**src/design/pcmo_pkg.sv**
```systemverilog
`timescale 1ns / 1ps

package pcmo_pkg;

    localparam int COLOR_W   = 15;
    localparam int SOURCE_W  = 3;
    localparam int MASK_W    = 7;
    localparam int MODE_W    = 2;
    localparam int CFG_IDX_W = 3;
    localparam int CFG_DATA_W = 15;

    localparam int QUEUE_DEPTH_DEF = 2;

    localparam logic [SOURCE_W-1:0] SRC_BACKDROP = 3'd6;
    localparam logic [SOURCE_W-1:0] SRC_NONE     = 3'd7;

    localparam logic [MODE_W-1:0] MODE_SINGLE     = 2'd0;
    localparam logic [MODE_W-1:0] MODE_DOUBLE     = 2'd1;
    localparam logic [MODE_W-1:0] MODE_HIRES      = 2'd2;
    localparam logic [MODE_W-1:0] MODE_HIRES_BLUR = 2'd3;

    localparam logic [CFG_IDX_W-1:0] REG_MATH_SUBTRACT = 3'd0;
    localparam logic [CFG_IDX_W-1:0] REG_USE_SUB       = 3'd1;
    localparam logic [CFG_IDX_W-1:0] REG_HALVE         = 3'd2;
    localparam logic [CFG_IDX_W-1:0] REG_FIXED_COLOR   = 3'd3;
    localparam logic [CFG_IDX_W-1:0] REG_SOURCE_MASK   = 3'd4;
    localparam logic [CFG_IDX_W-1:0] REG_OUTPUT_MODE   = 3'd5;
    localparam logic [CFG_IDX_W-1:0] REG_DISPLAY_OFF   = 3'd6;

    localparam logic [COLOR_W-1:0] LOW_BITS   = 15'h0421;
    localparam logic [16:0]        CARRY_BITS = 17'h08420;
    localparam logic [COLOR_W-1:0] HALF_MASK  = 15'h7bde;

    typedef struct packed {
        logic                   math_subtract;
        logic                   use_sub_screen;
        logic                   halve_enable;
        logic [COLOR_W-1:0]     fixed_color;
        logic [MASK_W-1:0]      source_enable_mask;
        logic [MODE_W-1:0]      output_mode;
        logic                   display_off;
    } t_cfg;

    typedef struct packed {
        logic [COLOR_W-1:0] first;
        logic [COLOR_W-1:0] second;
        logic               two;
        logic               blur;
        logic               line_start;
    } t_entry;

    function automatic logic [COLOR_W-1:0] pcmo_mix(
        input logic [COLOR_W-1:0] a,
        input logic [COLOR_W-1:0] b,
        input logic               half,
        input logic               sub
    );
        logic [16:0] sum;
        logic [16:0] carry;
        logic [16:0] diff;
        logic [16:0] borrow;
        logic [16:0] r;
        sum    = {2'b00, a} + {2'b00, b};
        carry  = (sum - {2'b00, (a ^ b) & LOW_BITS}) & CARRY_BITS;
        diff   = {2'b00, a} - {2'b00, b} + CARRY_BITS;
        borrow = (diff - ({2'b00, a ^ b} & CARRY_BITS)) & CARRY_BITS;
        if (!sub) begin
            if (!half) begin
                r = (sum - carry) | (carry - (carry >> 5));
            end else begin
                r = (sum - {2'b00, (a ^ b) & LOW_BITS}) >> 1;
            end
        end else begin
            r = (diff - borrow) & (borrow - (borrow >> 5));
            if (half) begin
                r = {2'b00, r[COLOR_W-1:0] & HALF_MASK} >> 1;
            end
        end
        return r[COLOR_W-1:0];
    endfunction

    function automatic logic [COLOR_W-1:0] pcmo_avg(
        input logic [COLOR_W-1:0] a,
        input logic [COLOR_W-1:0] b
    );
        return pcmo_mix(a, b, 1'b1, 1'b0);
    endfunction

    function automatic logic [COLOR_W-1:0] pcmo_pixel(
        input logic [SOURCE_W-1:0] src_a,
        input logic [COLOR_W-1:0]  col_a,
        input logic [SOURCE_W-1:0] src_b,
        input logic [COLOR_W-1:0]  col_b,
        input logic                win_main,
        input logic                win_math,
        input t_cfg                cfg
    );
        logic [COLOR_W-1:0] ca;
        logic [MASK_W:0]    en_mask;
        logic               en;
        ca      = win_main ? col_a : '0;
        en_mask = {1'b0, cfg.source_enable_mask};
        en      = (src_a != SRC_NONE) && en_mask[src_a];
        if (!win_math || !en) begin
            return ca;
        end else if (!cfg.use_sub_screen) begin
            return pcmo_mix(ca, cfg.fixed_color, cfg.halve_enable && win_main,
                            cfg.math_subtract);
        end else begin
            return pcmo_mix(ca, col_b,
                            cfg.halve_enable && win_main && (src_b != SRC_BACKDROP),
                            cfg.math_subtract);
        end
    endfunction

endpackage

```
**src/design/pcmo_in_if.sv**
```systemverilog
`timescale 1ns / 1ps

interface pcmo_in_if;
    import pcmo_pkg::*;

    logic                valid;
    logic                ready;
    logic [SOURCE_W-1:0] main_source;
    logic [COLOR_W-1:0]  main_color;
    logic [SOURCE_W-1:0] sub_source;
    logic [COLOR_W-1:0]  sub_color;
    logic                main_window;
    logic                sub_window;
    logic                line_start;

    modport source (
        output valid, main_source, main_color, sub_source, sub_color,
               main_window, sub_window, line_start,
        input  ready
    );

    modport sink (
        input  valid, main_source, main_color, sub_source, sub_color,
               main_window, sub_window, line_start,
        output ready
    );
endinterface

```
**src/design/pcmo_out_if.sv**
```systemverilog
`timescale 1ns / 1ps

interface pcmo_out_if;
    import pcmo_pkg::*;

    logic               valid;
    logic               ready;
    logic [COLOR_W-1:0] out_color;
    logic               last_of_pair;

    modport source (
        output valid, out_color, last_of_pair,
        input  ready
    );

    modport sink (
        input  valid, out_color, last_of_pair,
        output ready
    );
endinterface

```
**src/design/pixel_color_math_output_core.sv**
```systemverilog
`timescale 1ns / 1ps

// Channel   Dir  Handshake        Payload
// i_pix     in   valid / ready    main_source, main_color, sub_source, sub_color,
//                                 main_window, sub_window, line_start
// o_pix     out  valid / ready    out_color, last_of_pair
// i_cfg_*   in   i_cfg_we         i_cfg_idx, i_cfg_data
//
// A column is sent as one beat in single mode and as two beats in the doubled and hires
// modes; the output register sends one beat per cycle while o_pix.ready is high.
// Color math sits in the front before a QUEUE_DEPTH-entry queue; blur and beat
// sequencing sit in the back. A pixel goes through the queue, then the output register.
// Reset is synchronous, active low, and clears the queue, the output and the blur history.
// A stalled output fills the queue, then drops i_pix.ready.

module pixel_color_math_output_core
    import pcmo_pkg::*;
#(
    parameter int QUEUE_DEPTH = QUEUE_DEPTH_DEF
) (
    input  logic                  i_clk,
    input  logic                  i_rst_n,
    pcmo_in_if.sink               i_pix,
    pcmo_out_if.source            o_pix,
    input  logic                  i_cfg_we,
    input  logic [CFG_IDX_W-1:0]  i_cfg_idx,
    input  logic [CFG_DATA_W-1:0] i_cfg_data
);

    t_cfg   r_cfg;
    t_cfg   n_cfg;
    logic   q_ready;
    logic   push;
    t_entry push_entry;
    logic   q_valid;
    t_entry q_entry;
    logic   pop;

    always_comb begin
        n_cfg = r_cfg;
        if (i_cfg_we) begin
            case (i_cfg_idx)
                REG_MATH_SUBTRACT: n_cfg.math_subtract      = i_cfg_data[0];
                REG_USE_SUB:       n_cfg.use_sub_screen     = i_cfg_data[0];
                REG_HALVE:         n_cfg.halve_enable       = i_cfg_data[0];
                REG_FIXED_COLOR:   n_cfg.fixed_color        = i_cfg_data[COLOR_W-1:0];
                REG_SOURCE_MASK:   n_cfg.source_enable_mask = i_cfg_data[MASK_W-1:0];
                REG_OUTPUT_MODE:   n_cfg.output_mode        = i_cfg_data[MODE_W-1:0];
                REG_DISPLAY_OFF:   n_cfg.display_off        = i_cfg_data[0];
                default:           n_cfg = r_cfg;
            endcase
        end
    end

    always_ff @(posedge i_clk) begin
        if (!i_rst_n) begin
            r_cfg <= '0;
        end else begin
            r_cfg <= n_cfg;
        end
    end

    pcmo_front u_front (
        .i_pix     (i_pix),
        .i_cfg     (r_cfg),
        .i_q_ready (q_ready),
        .o_push    (push),
        .o_entry   (push_entry)
    );

    pcmo_queue #(
        .DEPTH (QUEUE_DEPTH)
    ) u_queue (
        .i_clk       (i_clk),
        .i_rst_n     (i_rst_n),
        .i_push      (push),
        .i_push_data (push_entry),
        .o_ready     (q_ready),
        .i_pop       (pop),
        .o_valid     (q_valid),
        .o_data      (q_entry)
    );

    pcmo_back u_back (
        .i_clk     (i_clk),
        .i_rst_n   (i_rst_n),
        .i_q_valid (q_valid),
        .i_q_entry (q_entry),
        .o_pop     (pop),
        .o_pix     (o_pix)
    );

endmodule

```
**src/design/pcmo_front.sv**
```systemverilog
`timescale 1ns / 1ps

module pcmo_front
    import pcmo_pkg::*;
(
    pcmo_in_if.sink i_pix,
    input  t_cfg    i_cfg,
    input  logic    i_q_ready,
    output logic    o_push,
    output t_entry  o_entry
);

    logic [COLOR_W-1:0] main_px;
    logic [COLOR_W-1:0] sub_px;

    assign i_pix.ready = i_q_ready;
    assign o_push      = i_pix.valid && i_q_ready;

    always_comb begin
        main_px = pcmo_pixel(i_pix.main_source, i_pix.main_color,
                             i_pix.sub_source, i_pix.sub_color,
                             i_pix.main_window, i_pix.sub_window, i_cfg);
        sub_px  = pcmo_pixel(i_pix.sub_source, i_pix.sub_color,
                             i_pix.main_source, i_pix.main_color,
                             i_pix.main_window, i_pix.sub_window, i_cfg);

        o_entry.two        = (i_cfg.output_mode != MODE_SINGLE);
        o_entry.blur       = (i_cfg.output_mode == MODE_HIRES_BLUR) && !i_cfg.display_off;
        o_entry.line_start = i_pix.line_start;

        if (i_cfg.display_off) begin
            o_entry.first  = '0;
            o_entry.second = '0;
        end else if (i_cfg.output_mode == MODE_SINGLE || i_cfg.output_mode == MODE_DOUBLE) begin
            o_entry.first  = main_px;
            o_entry.second = main_px;
        end else begin
            o_entry.first  = sub_px;
            o_entry.second = main_px;
        end
    end

endmodule

```
**src/design/pcmo_queue.sv**
```systemverilog
`timescale 1ns / 1ps

module pcmo_queue
    import pcmo_pkg::*;
#(
    parameter int DEPTH = QUEUE_DEPTH_DEF
) (
    input  logic   i_clk,
    input  logic   i_rst_n,
    input  logic   i_push,
    input  t_entry i_push_data,
    output logic   o_ready,
    input  logic   i_pop,
    output logic   o_valid,
    output t_entry o_data
);

    localparam int PTR_W = (DEPTH > 1) ? $clog2(DEPTH) : 1;
    localparam int CNT_W = $clog2(DEPTH + 1);
    localparam logic [PTR_W-1:0] LAST_PTR = PTR_W'(DEPTH - 1);
    localparam logic [CNT_W-1:0] FULL_CNT = CNT_W'(DEPTH);

    t_entry           r_mem [DEPTH];
    logic [PTR_W-1:0] r_wr_ptr;
    logic [PTR_W-1:0] r_rd_ptr;
    logic [CNT_W-1:0] r_count;
    logic [PTR_W-1:0] n_wr_ptr;
    logic [PTR_W-1:0] n_rd_ptr;
    logic [CNT_W-1:0] n_count;
    logic             do_push;
    logic             do_pop;

    assign o_ready = (r_count != FULL_CNT);
    assign o_valid = (r_count != '0);
    assign o_data  = r_mem[r_rd_ptr];
    assign do_push = i_push && o_ready;
    assign do_pop  = i_pop && o_valid;

    always_comb begin
        n_wr_ptr = r_wr_ptr;
        n_rd_ptr = r_rd_ptr;
        n_count  = r_count;
        if (do_push) begin
            n_wr_ptr = (r_wr_ptr == LAST_PTR) ? '0 : r_wr_ptr + 1'b1;
        end
        if (do_pop) begin
            n_rd_ptr = (r_rd_ptr == LAST_PTR) ? '0 : r_rd_ptr + 1'b1;
        end
        if (do_push && !do_pop) begin
            n_count = r_count + 1'b1;
        end else if (do_pop && !do_push) begin
            n_count = r_count - 1'b1;
        end
    end

    always_ff @(posedge i_clk) begin
        if (!i_rst_n) begin
            r_wr_ptr <= '0;
            r_rd_ptr <= '0;
            r_count  <= '0;
        end else begin
            r_wr_ptr <= n_wr_ptr;
            r_rd_ptr <= n_rd_ptr;
            r_count  <= n_count;
        end
    end

    always_ff @(posedge i_clk) begin
        if (do_push) begin
            r_mem[r_wr_ptr] <= i_push_data;
        end
    end

endmodule

```
**src/design/pcmo_back.sv**
```systemverilog
`timescale 1ns / 1ps

module pcmo_back
    import pcmo_pkg::*;
(
    input  logic        i_clk,
    input  logic        i_rst_n,
    input  logic        i_q_valid,
    input  t_entry      i_q_entry,
    output logic        o_pop,
    pcmo_out_if.source  o_pix
);

    logic               r_out_valid;
    logic [COLOR_W-1:0] r_out_color;
    logic               r_out_last;
    logic               r_pend_valid;
    logic [COLOR_W-1:0] r_pend_color;
    logic [COLOR_W-1:0] r_prev;

    logic               n_out_valid;
    logic [COLOR_W-1:0] n_out_color;
    logic               n_out_last;
    logic               n_pend_valid;
    logic [COLOR_W-1:0] n_pend_color;
    logic [COLOR_W-1:0] n_prev;

    logic               out_free;
    logic [COLOR_W-1:0] prev_eff;
    logic [COLOR_W-1:0] first_c;
    logic [COLOR_W-1:0] second_c;

    assign out_free = !r_out_valid || o_pix.ready;
    assign o_pop    = i_q_valid && out_free && !r_pend_valid;

    assign o_pix.valid        = r_out_valid;
    assign o_pix.out_color    = r_out_color;
    assign o_pix.last_of_pair = r_out_last;

    always_comb begin
        prev_eff = i_q_entry.line_start ? '0 : r_prev;
        first_c  = i_q_entry.blur ? pcmo_avg(prev_eff, i_q_entry.first) : i_q_entry.first;
        second_c = i_q_entry.blur ? pcmo_avg(i_q_entry.first, i_q_entry.second)
                                  : i_q_entry.second;

        n_out_valid  = r_out_valid;
        n_out_color  = r_out_color;
        n_out_last   = r_out_last;
        n_pend_valid = r_pend_valid;
        n_pend_color = r_pend_color;
        n_prev       = r_prev;

        if (out_free) begin
            if (r_pend_valid) begin
                n_out_valid  = 1'b1;
                n_out_color  = r_pend_color;
                n_out_last   = 1'b1;
                n_pend_valid = 1'b0;
            end else if (i_q_valid) begin
                n_out_valid  = 1'b1;
                n_out_color  = first_c;
                n_out_last   = !i_q_entry.two;
                n_pend_valid = i_q_entry.two;
                n_pend_color = second_c;
                if (i_q_entry.blur) begin
                    n_prev = i_q_entry.second;
                end else if (i_q_entry.line_start) begin
                    n_prev = '0;
                end
            end else begin
                n_out_valid = 1'b0;
            end
        end
    end

    always_ff @(posedge i_clk) begin
        if (!i_rst_n) begin
            r_out_valid  <= 1'b0;
            r_pend_valid <= 1'b0;
            r_prev       <= '0;
        end else begin
            r_out_valid  <= n_out_valid;
            r_pend_valid <= n_pend_valid;
            r_prev       <= n_prev;
        end
    end

    always_ff @(posedge i_clk) begin
        r_out_color  <= n_out_color;
        r_out_last   <= n_out_last;
        r_pend_color <= n_pend_color;
    end

    a_pend_behind_out: assert property (@(posedge i_clk) disable iff (!i_rst_n)
        r_pend_valid |-> (r_out_valid && !r_out_last))
        else $error("second beat pending without first beat on output");

    a_pend_moves_up: assert property (@(posedge i_clk) disable iff (!i_rst_n)
        (r_pend_valid && o_pix.ready) |=> (r_out_valid && r_out_last && !r_pend_valid))
        else $error("pending beat not advanced as last of pair");

    a_no_pop_while_pend: assert property (@(posedge i_clk) disable iff (!i_rst_n)
        r_pend_valid |-> !o_pop)
        else $error("queue popped while a second beat is pending");

    a_hold_stalled: assert property (@(posedge i_clk) disable iff (!i_rst_n)
        (r_out_valid && !o_pix.ready) |=> ($stable(r_out_color) && $stable(r_out_last)
                                           && $stable(r_pend_valid)))
        else $error("output beat changed while stalled");

endmodule
```
**src/flat_wrapper.sv**
```systemverilog
// flat-port wrapper written by rule: the top's interface ports become plain ports
module pixel_color_math_output_core_flat import pcmo_pkg::*;
#(
    parameter int QUEUE_DEPTH = QUEUE_DEPTH_DEF
)
  (i_clk, i_rst_n, i_cfg_we, i_cfg_idx, i_cfg_data, i_pix_valid, i_pix_main_source, i_pix_main_color, i_pix_sub_source, i_pix_sub_color, i_pix_main_window, i_pix_sub_window, i_pix_line_start, i_pix_ready, o_pix_valid, o_pix_out_color, o_pix_last_of_pair, o_pix_ready);
  pcmo_in_if i_pix_i ();
  pcmo_out_if o_pix_i ();
  input  logic i_clk;
  input  logic i_rst_n;
  input  logic i_cfg_we;
  input  logic [CFG_IDX_W-1:0] i_cfg_idx;
  input  logic [CFG_DATA_W-1:0] i_cfg_data;
  input wire logic [$bits(i_pix_i.valid)-1:0] i_pix_valid;
  input wire logic [$bits(i_pix_i.main_source)-1:0] i_pix_main_source;
  input wire logic [$bits(i_pix_i.main_color)-1:0] i_pix_main_color;
  input wire logic [$bits(i_pix_i.sub_source)-1:0] i_pix_sub_source;
  input wire logic [$bits(i_pix_i.sub_color)-1:0] i_pix_sub_color;
  input wire logic [$bits(i_pix_i.main_window)-1:0] i_pix_main_window;
  input wire logic [$bits(i_pix_i.sub_window)-1:0] i_pix_sub_window;
  input wire logic [$bits(i_pix_i.line_start)-1:0] i_pix_line_start;
  output wire logic [$bits(i_pix_i.ready)-1:0] i_pix_ready;
  output wire logic [$bits(o_pix_i.valid)-1:0] o_pix_valid;
  output wire logic [$bits(o_pix_i.out_color)-1:0] o_pix_out_color;
  output wire logic [$bits(o_pix_i.last_of_pair)-1:0] o_pix_last_of_pair;
  input wire logic [$bits(o_pix_i.ready)-1:0] o_pix_ready;
  assign i_pix_i.valid = i_pix_valid;
  assign i_pix_i.main_source = i_pix_main_source;
  assign i_pix_i.main_color = i_pix_main_color;
  assign i_pix_i.sub_source = i_pix_sub_source;
  assign i_pix_i.sub_color = i_pix_sub_color;
  assign i_pix_i.main_window = i_pix_main_window;
  assign i_pix_i.sub_window = i_pix_sub_window;
  assign i_pix_i.line_start = i_pix_line_start;
  assign i_pix_ready = i_pix_i.ready;
  assign o_pix_valid = o_pix_i.valid;
  assign o_pix_out_color = o_pix_i.out_color;
  assign o_pix_last_of_pair = o_pix_i.last_of_pair;
  assign o_pix_i.ready = o_pix_ready;
  pixel_color_math_output_core #(.QUEUE_DEPTH(QUEUE_DEPTH)) u_core (.i_clk(i_clk), .i_rst_n(i_rst_n), .i_pix(i_pix_i), .o_pix(o_pix_i), .i_cfg_we(i_cfg_we), .i_cfg_idx(i_cfg_idx), .i_cfg_data(i_cfg_data));
endmodule
```
**config.mk**
```make
export PLATFORM = sky130hd
export DESIGN_NAME = pixel_color_math_output_core_flat
export DESIGN_NICKNAME = d
export VERILOG_FILES = /design/src/design/pcmo_pkg.sv /design/src/design/pcmo_in_if.sv /design/src/design/pcmo_out_if.sv /design/src/design/pixel_color_math_output_core.sv /design/src/design/pcmo_front.sv /design/src/design/pcmo_queue.sv /design/src/design/pcmo_back.sv /design/src/flat_wrapper.sv
export SDC_FILE = /design/constraint.sdc
export NUM_CORES = 1
export LEC_CHECK = 0
export BUFFER_PORTS_ARGS = -buffer_cell sky130_fd_sc_hd__buf_2
export CAP_MARGIN = 20
export CORE_MARGIN = 10
export CORE_UTILIZATION = 36
export DETAILED_ROUTE_END_ITERATION = 7
export GPL_TIMING_DRIVEN = 1
export PLACE_DENSITY = 0.51
export SETUP_SLACK_MARGIN = 0.3
export SLEW_MARGIN = 20
export SYNTH_ARGS = -nofsm -noshare
export SYNTH_HDL_FRONTEND = slang
export SYNTH_SLANG_ARGS = --single-unit
```
**constraint.sdc**
```tcl
create_clock -name i_clk -period 7.9 [get_ports i_clk]
set_input_delay 0.395 -clock i_clk [delete_from_list [all_inputs] [get_ports i_clk]]
set_output_delay 0.395 -clock i_clk [all_outputs]
set_load 0.01 [all_outputs]
```
==> run_summary.xml <==
<?xml version="1.0" encoding="UTF-8"?>
<metrics>
  <group name="outcome">
    <metric name="run_status" unit="">finished clean</metric>
  </group>
  <group name="critical_path">
    <metric name="r2r_setup_slack" unit="ns">1.49</metric>
    <metric name="critical_path.reg2reg.startpoint" unit="">u_core.r_cfg[12]$_SDFFE_PN0P_</metric>
    <metric name="critPathMaxFanout" unit="">35</metric>
    <metric name="critical_setup_path_kind" unit="">input port to register</metric>
    <metric name="worstPathArrival" unit="ns">7.19</metric>
    <metric name="cp_slowest_stage_delay" unit="ns">0.79</metric>
    <metric name="type_of_element_capturing_the_critical_path" unit="">register</metric>
    <metric name="start_kind" unit="">input port</metric>
    <metric name="r2r-end" unit="">u_core.u_queue.r_mem[0][31]$_DFFE_PP_</metric>
    <metric name="required" unit="ns">8.13</metric>
    <metric name="startpoint_of_the_most_critical_setup_path" unit="">i_pix_main_window</metric>
    <metric name="timing.reg2reg.worst_path_depth" unit="">21</metric>
    <metric name="critPathSlowestCell" unit="">sky130_fd_sc_hd__a2111oi_0</metric>
    <metric name="endpoint" unit="">u_core.u_queue.r_mem[1][32]$_DFFE_PP_</metric>
  </group>
  <group name="finish">
    <metric name="num-nets-final" unit="">3162</metric>
    <metric name="share_of_cells_above_drive_strength_1" unit="%">8.71</metric>
    <metric name="sequential_cell_area" unit="um2">3920</metric>
    <metric name="area_taken_by_multi_input_logic_gates" unit="um2">16700</metric>
    <metric name="synthToLayoutAreaGrowth" unit="%">7.72</metric>
    <metric name="num-fill-cells" unit="">6282</metric>
    <metric name="final_cells" unit="">3644</metric>
    <metric name="final_util" unit="%">39.2</metric>
  </group>
  <group name="synthesis">
    <metric name="synth_seq_cells" unit="">147</metric>
    <metric name="synth.cells.most_frequent" unit="">sky130_fd_sc_hd__nor2_1 (264), sky130_fd_sc_hd__ha_1 (247), sky130_fd_sc_hd__nand2_1 (231), sky130_fd_sc_hd__inv_1 (223), sky130_fd_sc_hd__a21oi_1 (205)</metric>
    <metric name="post-synth-top-area-fraction" unit="%">14.0</metric>
    <metric name="synth-simple-area-share" unit="%">20.8</metric>
    <metric name="synth_edf_count" unit="">97</metric>
    <metric name="main_combinational_cell_family_by_area_after_synthesis" unit="">compound AO/OA/AOI/OAI gates</metric>
    <metric name="async_reset_ff_share" unit="%">0</metric>
    <metric name="synth_top_cells_by_area" unit="">sky130_fd_sc_hd__ha_1 (14%), sky130_fd_sc_hd__edfxtp_1 (13%), sky130_fd_sc_hd__xnor2_1 (5.2%)</metric>
    <metric name="synthAdderAreaFrac" unit="%">14.6</metric>
    <metric name="synth_most_common_cell" unit="">sky130_fd_sc_hd__nor2_1</metric>
    <metric name="synth.net_count" unit="">3154</metric>
    <metric name="synthesis.area" unit="um2">22000</metric>
    <metric name="postSynthAreaPerCell" unit="um2">7.76</metric>
    <metric name="xor_and_xnor_area_share_after_synthesis" unit="%">8.47</metric>
    <metric name="synth_sequential_area_ratio" unit="%">17.8</metric>
    <metric name="synth_warn" unit="">0</metric>
    <metric name="dominantRegCellSynth" unit="">sky130_fd_sc_hd__edfxtp_1</metric>
    <metric name="synth_compound_area_share" unit="%">28.8</metric>
    <metric name="synthDominantAreaCellType" unit="">sky130_fd_sc_hd__ha_1</metric>
    <metric name="synthesis.instances" unit="">2839</metric>
    <metric name="multiplexer_fraction_of_the_synthesized_cell_area" unit="%">3.13</metric>
    <metric name="yosysUniqueCellTypes" unit="">112</metric>
  </group>
  <group name="power_and_ir_drop">
    <metric name="power.static_leakage" unit="nW">9.73</metric>
    <metric name="relative_contribution_of_the_clock_network_to_total_power" unit="%">14.9</metric>
    <metric name="intPower" unit="mW">2.87</metric>
    <metric name="p_sw_share" unit="%">46.9</metric>
    <metric name="power_density_over_the_cells" unit="nW/um2">228</metric>
    <metric name="power.combinational.fraction" unit="%">63.8</metric>
    <metric name="vdd_drop_max" unit="mV">0.131</metric>
    <metric name="switching_pwr" unit="mW">2.54</metric>
    <metric name="p_seq_share" unit="%">21.3</metric>
  </group>
  <group name="sta">
    <metric name="final_period_minus_worst_setup_slack" unit="ns">6.96</metric>
    <metric name="report.final.hold_viol_count" unit="">0</metric>
    <metric name="slew_margin_rel" unit="%">29.1</metric>
    <metric name="timing.hold.ws" unit="ns">0.142</metric>
    <metric name="finalSetupTns" unit="ns">0</metric>
    <metric name="clock.fmax" unit="MHz">144</metric>
    <metric name="timing.final.crit_share" unit="%">88.1</metric>
    <metric name="finClkSkew" unit="ns">0.0152</metric>
    <metric name="final_count_of_negative_setup_slack_endpoints" unit="">0</metric>
    <metric name="grt_setup_unrepaired" unit="">false</metric>
    <metric name="max_slew.worst_pin.slew" unit="ns">1.06</metric>
    <metric name="drv_slew" unit="">0</metric>
  </group>
  <group name="cts">
    <metric name="post_cts_hold_buffer_count" unit="">0</metric>
    <metric name="cts_inserted_buffers" unit="">17</metric>
    <metric name="ctsHtreeMaxLevel" unit="">4</metric>
    <metric name="post_cts_buffers" unit="">0</metric>
    <metric name="clock_sinks" unit="">147</metric>
    <metric name="cts_root_cell" unit="">sky130_fd_sc_hd__clkbuf_16</metric>
    <metric name="clock_edge_transition_at_the_registers_on_the_reported_setup_and_hold_paths" unit="ns">0.07</metric>
    <metric name="post_cts_resized" unit="">0</metric>
    <metric name="tritoncts" unit="">done</metric>
    <metric name="clock_insertion_delay_worst_skew" unit="ns">0.44</metric>
    <metric name="clk_path_buf_depth" unit="">2</metric>
  </group>
  <group name="global_routing">
    <metric name="grt_use_met1" unit="%">28.7</metric>
    <metric name="grt_use_met2" unit="%">39.8</metric>
    <metric name="initial_antenna_violation_count" unit="">2</metric>
    <metric name="track_usage" unit="%">22.8</metric>
    <metric name="remaining_overflow_grt" unit="">0</metric>
    <metric name="grt_max_degree" unit="">59</metric>
    <metric name="grt_use_met3" unit="%">2.44</metric>
    <metric name="gr-max-usage-layer" unit="">met2</metric>
    <metric name="first_global_vias" unit="">20900</metric>
    <metric name="grt_pass1_wl" unit="um">127000</metric>
  </group>
  <group name="die">
    <metric name="row_count" unit="">90</metric>
    <metric name="design.portCount" unit="">80</metric>
    <metric name="dieArea" unit="um2">71500</metric>
    <metric name="die_width" unit="um">267</metric>
    <metric name="start_util" unit="%">36.4</metric>
    <metric name="die_height" unit="um">267</metric>
    <metric name="placeable_core_region" unit="um2">60500</metric>
  </group>
  <group name="routing">
    <metric name="num_vias" unit="">21700</metric>
    <metric name="drt_drc" unit="">0</metric>
    <metric name="dr.pass1.iters" unit="">5</metric>
    <metric name="detail_route.wl_per_cell" unit="um">23.1</metric>
    <metric name="drt-initial-drc-count" unit="">1845</metric>
    <metric name="avgViaCountPerCell" unit="">5.97</metric>
    <metric name="drtAntennaViolNets" unit="">0</metric>
    <metric name="totalWireLength" unit="um">84100</metric>
  </group>
  <group name="placed_design">
    <metric name="dp_wirelength" unit="um">68300</metric>
    <metric name="gp_routability_congestion" unit="">0.983</metric>
    <metric name="port_buffer_count" unit="">79</metric>
    <metric name="dp_cells" unit="">3610</metric>
  </group>
  <group name="run">
    <metric name="drv_cap" unit="">0</metric>
  </group>
  <group name="min_path">
    <metric name="hold_path_class" unit="">input port to register</metric>
  </group>
</metrics>
-- cell usage in the layout, fill, tap and decap left out, types with 14 or more instances in the layout --
cell type                   count
sky130_fd_sc_hd__buf_2         79
sky130_fd_sc_hd__nand2_1      230
sky130_fd_sc_hd__clkbuf_16     17
sky130_fd_sc_hd__nand2b_1      31
sky130_fd_sc_hd__a21oi_1      205
sky130_fd_sc_hd__nor3_1        73
sky130_fd_sc_hd__nor4_1        18
sky130_fd_sc_hd__ha_1         247
sky130_fd_sc_hd__a31oi_1       40
sky130_fd_sc_hd__o211ai_1      34
sky130_fd_sc_hd__or3_1         23
sky130_fd_sc_hd__a21o_1        34
sky130_fd_sc_hd__a2111oi_0     23
sky130_fd_sc_hd__o21ai_0      134
sky130_fd_sc_hd__and2_1        35
sky130_fd_sc_hd__a21boi_0      32
sky130_fd_sc_hd__a22oi_1       14
sky130_fd_sc_hd__nor3b_1       14
sky130_fd_sc_hd__nor2b_1       47
sky130_fd_sc_hd__xor2_1        71
sky130_fd_sc_hd__o31ai_1       16
sky130_fd_sc_hd__or2_2         18
sky130_fd_sc_hd__a221oi_1      16
sky130_fd_sc_hd__nand4_1       20
sky130_fd_sc_hd__edfxtp_1      97
sky130_fd_sc_hd__o221ai_1      23
sky130_fd_sc_hd__a211oi_1      55
sky130_fd_sc_hd__and3_1        31
sky130_fd_sc_hd__nand3_1       54
sky130_fd_sc_hd__inv_1        223
sky130_fd_sc_hd__xnor2_1      132
sky130_fd_sc_hd__o21a_1        32
sky130_fd_sc_hd__buf_4         40
sky130_fd_sc_hd__nor2_1       263
sky130_fd_sc_hd__dfxtp_1       48
sky130_fd_sc_hd__mux2i_1       51
-- stage by stage --
stage          power (mW)  cell area (um2)  setup WS, ns
4_1_cts              5.43            23700          1.23
5_1_grt              5.88            23700         0.532
3_3_place_gp         4.55            23100         0.957
2_1_floorplan        3.70            22000          1.50
3_5_place_dp         4.60            23100         0.812
6_report             5.41            23700         0.939
-- cells by family (layout without fill, tap and decap cells) --
family / after synthesis / count (layout)
buffers and inverters: 355 / 376
DFF: 147 / 147
adders and majority gates: 253 / 253
muxes: 65 / 65
xor gates and xnor gates: 207 / 207
other: 0 / 2
and+or+nand+nor: 924 / 924
AOI/OAI and AO/OA: 888 / 888
-- flip-flops by register name, indices dropped and copies added (netlist names), named ones only --
register and count:
u_core.u_queue.r_rd_ptr 1, u_core.u_queue.r_wr_ptr 1, u_core.u_back.r_prev 15, u_core.u_queue.r_mem 66, u_core.u_back.o_pix.last_of_pair 1, u_core.r_cfg 28
u_core.u_back.r_pend_color 15, u_core.u_queue.r_count 2, u_core.u_back.o_pix.out_color 15, u_core.u_back.r_pend_valid 1, u_core.u_back.o_pix.valid 1
-- routing by layer --
| layer | vias up | share of wire, % |
|---|---|---|
| met2 | 682 | 48 |
| li1 | 10500 | - |
| met5 | - | 0.021 |
| met1 | 10500 | 43 |
| met4 | 2 | 3.5 |
| met3 | 92 | 5.3 |
-- final cells by class --
| type | count | share of cell area [%] |
|---|---|---|
| Antenna cell | 2 | 0.0211 |
| Clock buffer | 18 | 1.81 |
| Clock inverter | 14 | 0.633 |
| Inverter | 224 | 3.54 |
| Multi-Input combinational cell | 2337 | 70.4 |
| Sequential cell | 147 | 16.5 |
| Tap cell | 782 | 4.12 |
| Timing Repair Buffer | 120 | 2.98 |
-- worst max-delay path: cells and delay by family --
family | cells | cell delay, ns
AOI/OAI and AO/OA | 10 | 3.74
buffers and inverters | 4 | 0.78
and+or+nand+nor | 8 | 0.89
adders and majority gates | 3 | 0.87
xor gates and xnor gates | 2 | 0.50
-- power groups by stage --
stage	logic, mW	registers, mW	clock network (mW)
global placement	3.38	1.17	0
detailed placement	3.43	1.17	0
CTS	3.45	1.16	0.821
global route	3.86	1.18	0.853
finish	3.45	1.15	0.807
floorplan	2.54	1.16	0
-- how the worst min path moves through the flow --
stage                                                     start  slack [ns]                                     to  cells past startpoint
after floorplan                   u_core.r_cfg[21]$_SDFFE_PN0P_        0.48          u_core.r_cfg[21]$_SDFFE_PN0P_                      2
after global placement     u_core.u_back.r_prev[5]$_SDFFE_PN0P_        0.49   u_core.u_back.r_prev[5]$_SDFFE_PN0P_                      2
after detailed placement  u_core.u_back.r_prev[12]$_SDFFE_PN0P_        0.51  u_core.u_back.r_prev[12]$_SDFFE_PN0P_                      2
after CTS                                      i_pix_line_start        0.12   u_core.u_queue.r_mem[0][0]$_DFFE_PP_                      1
after global routing                           i_pix_line_start        0.13   u_core.u_queue.r_mem[0][0]$_DFFE_PP_                      1
final                                          i_pix_line_start        0.14   u_core.u_queue.r_mem[0][0]$_DFFE_PP_                      1
Note: power is estimated with default switching activity, not from simulation.
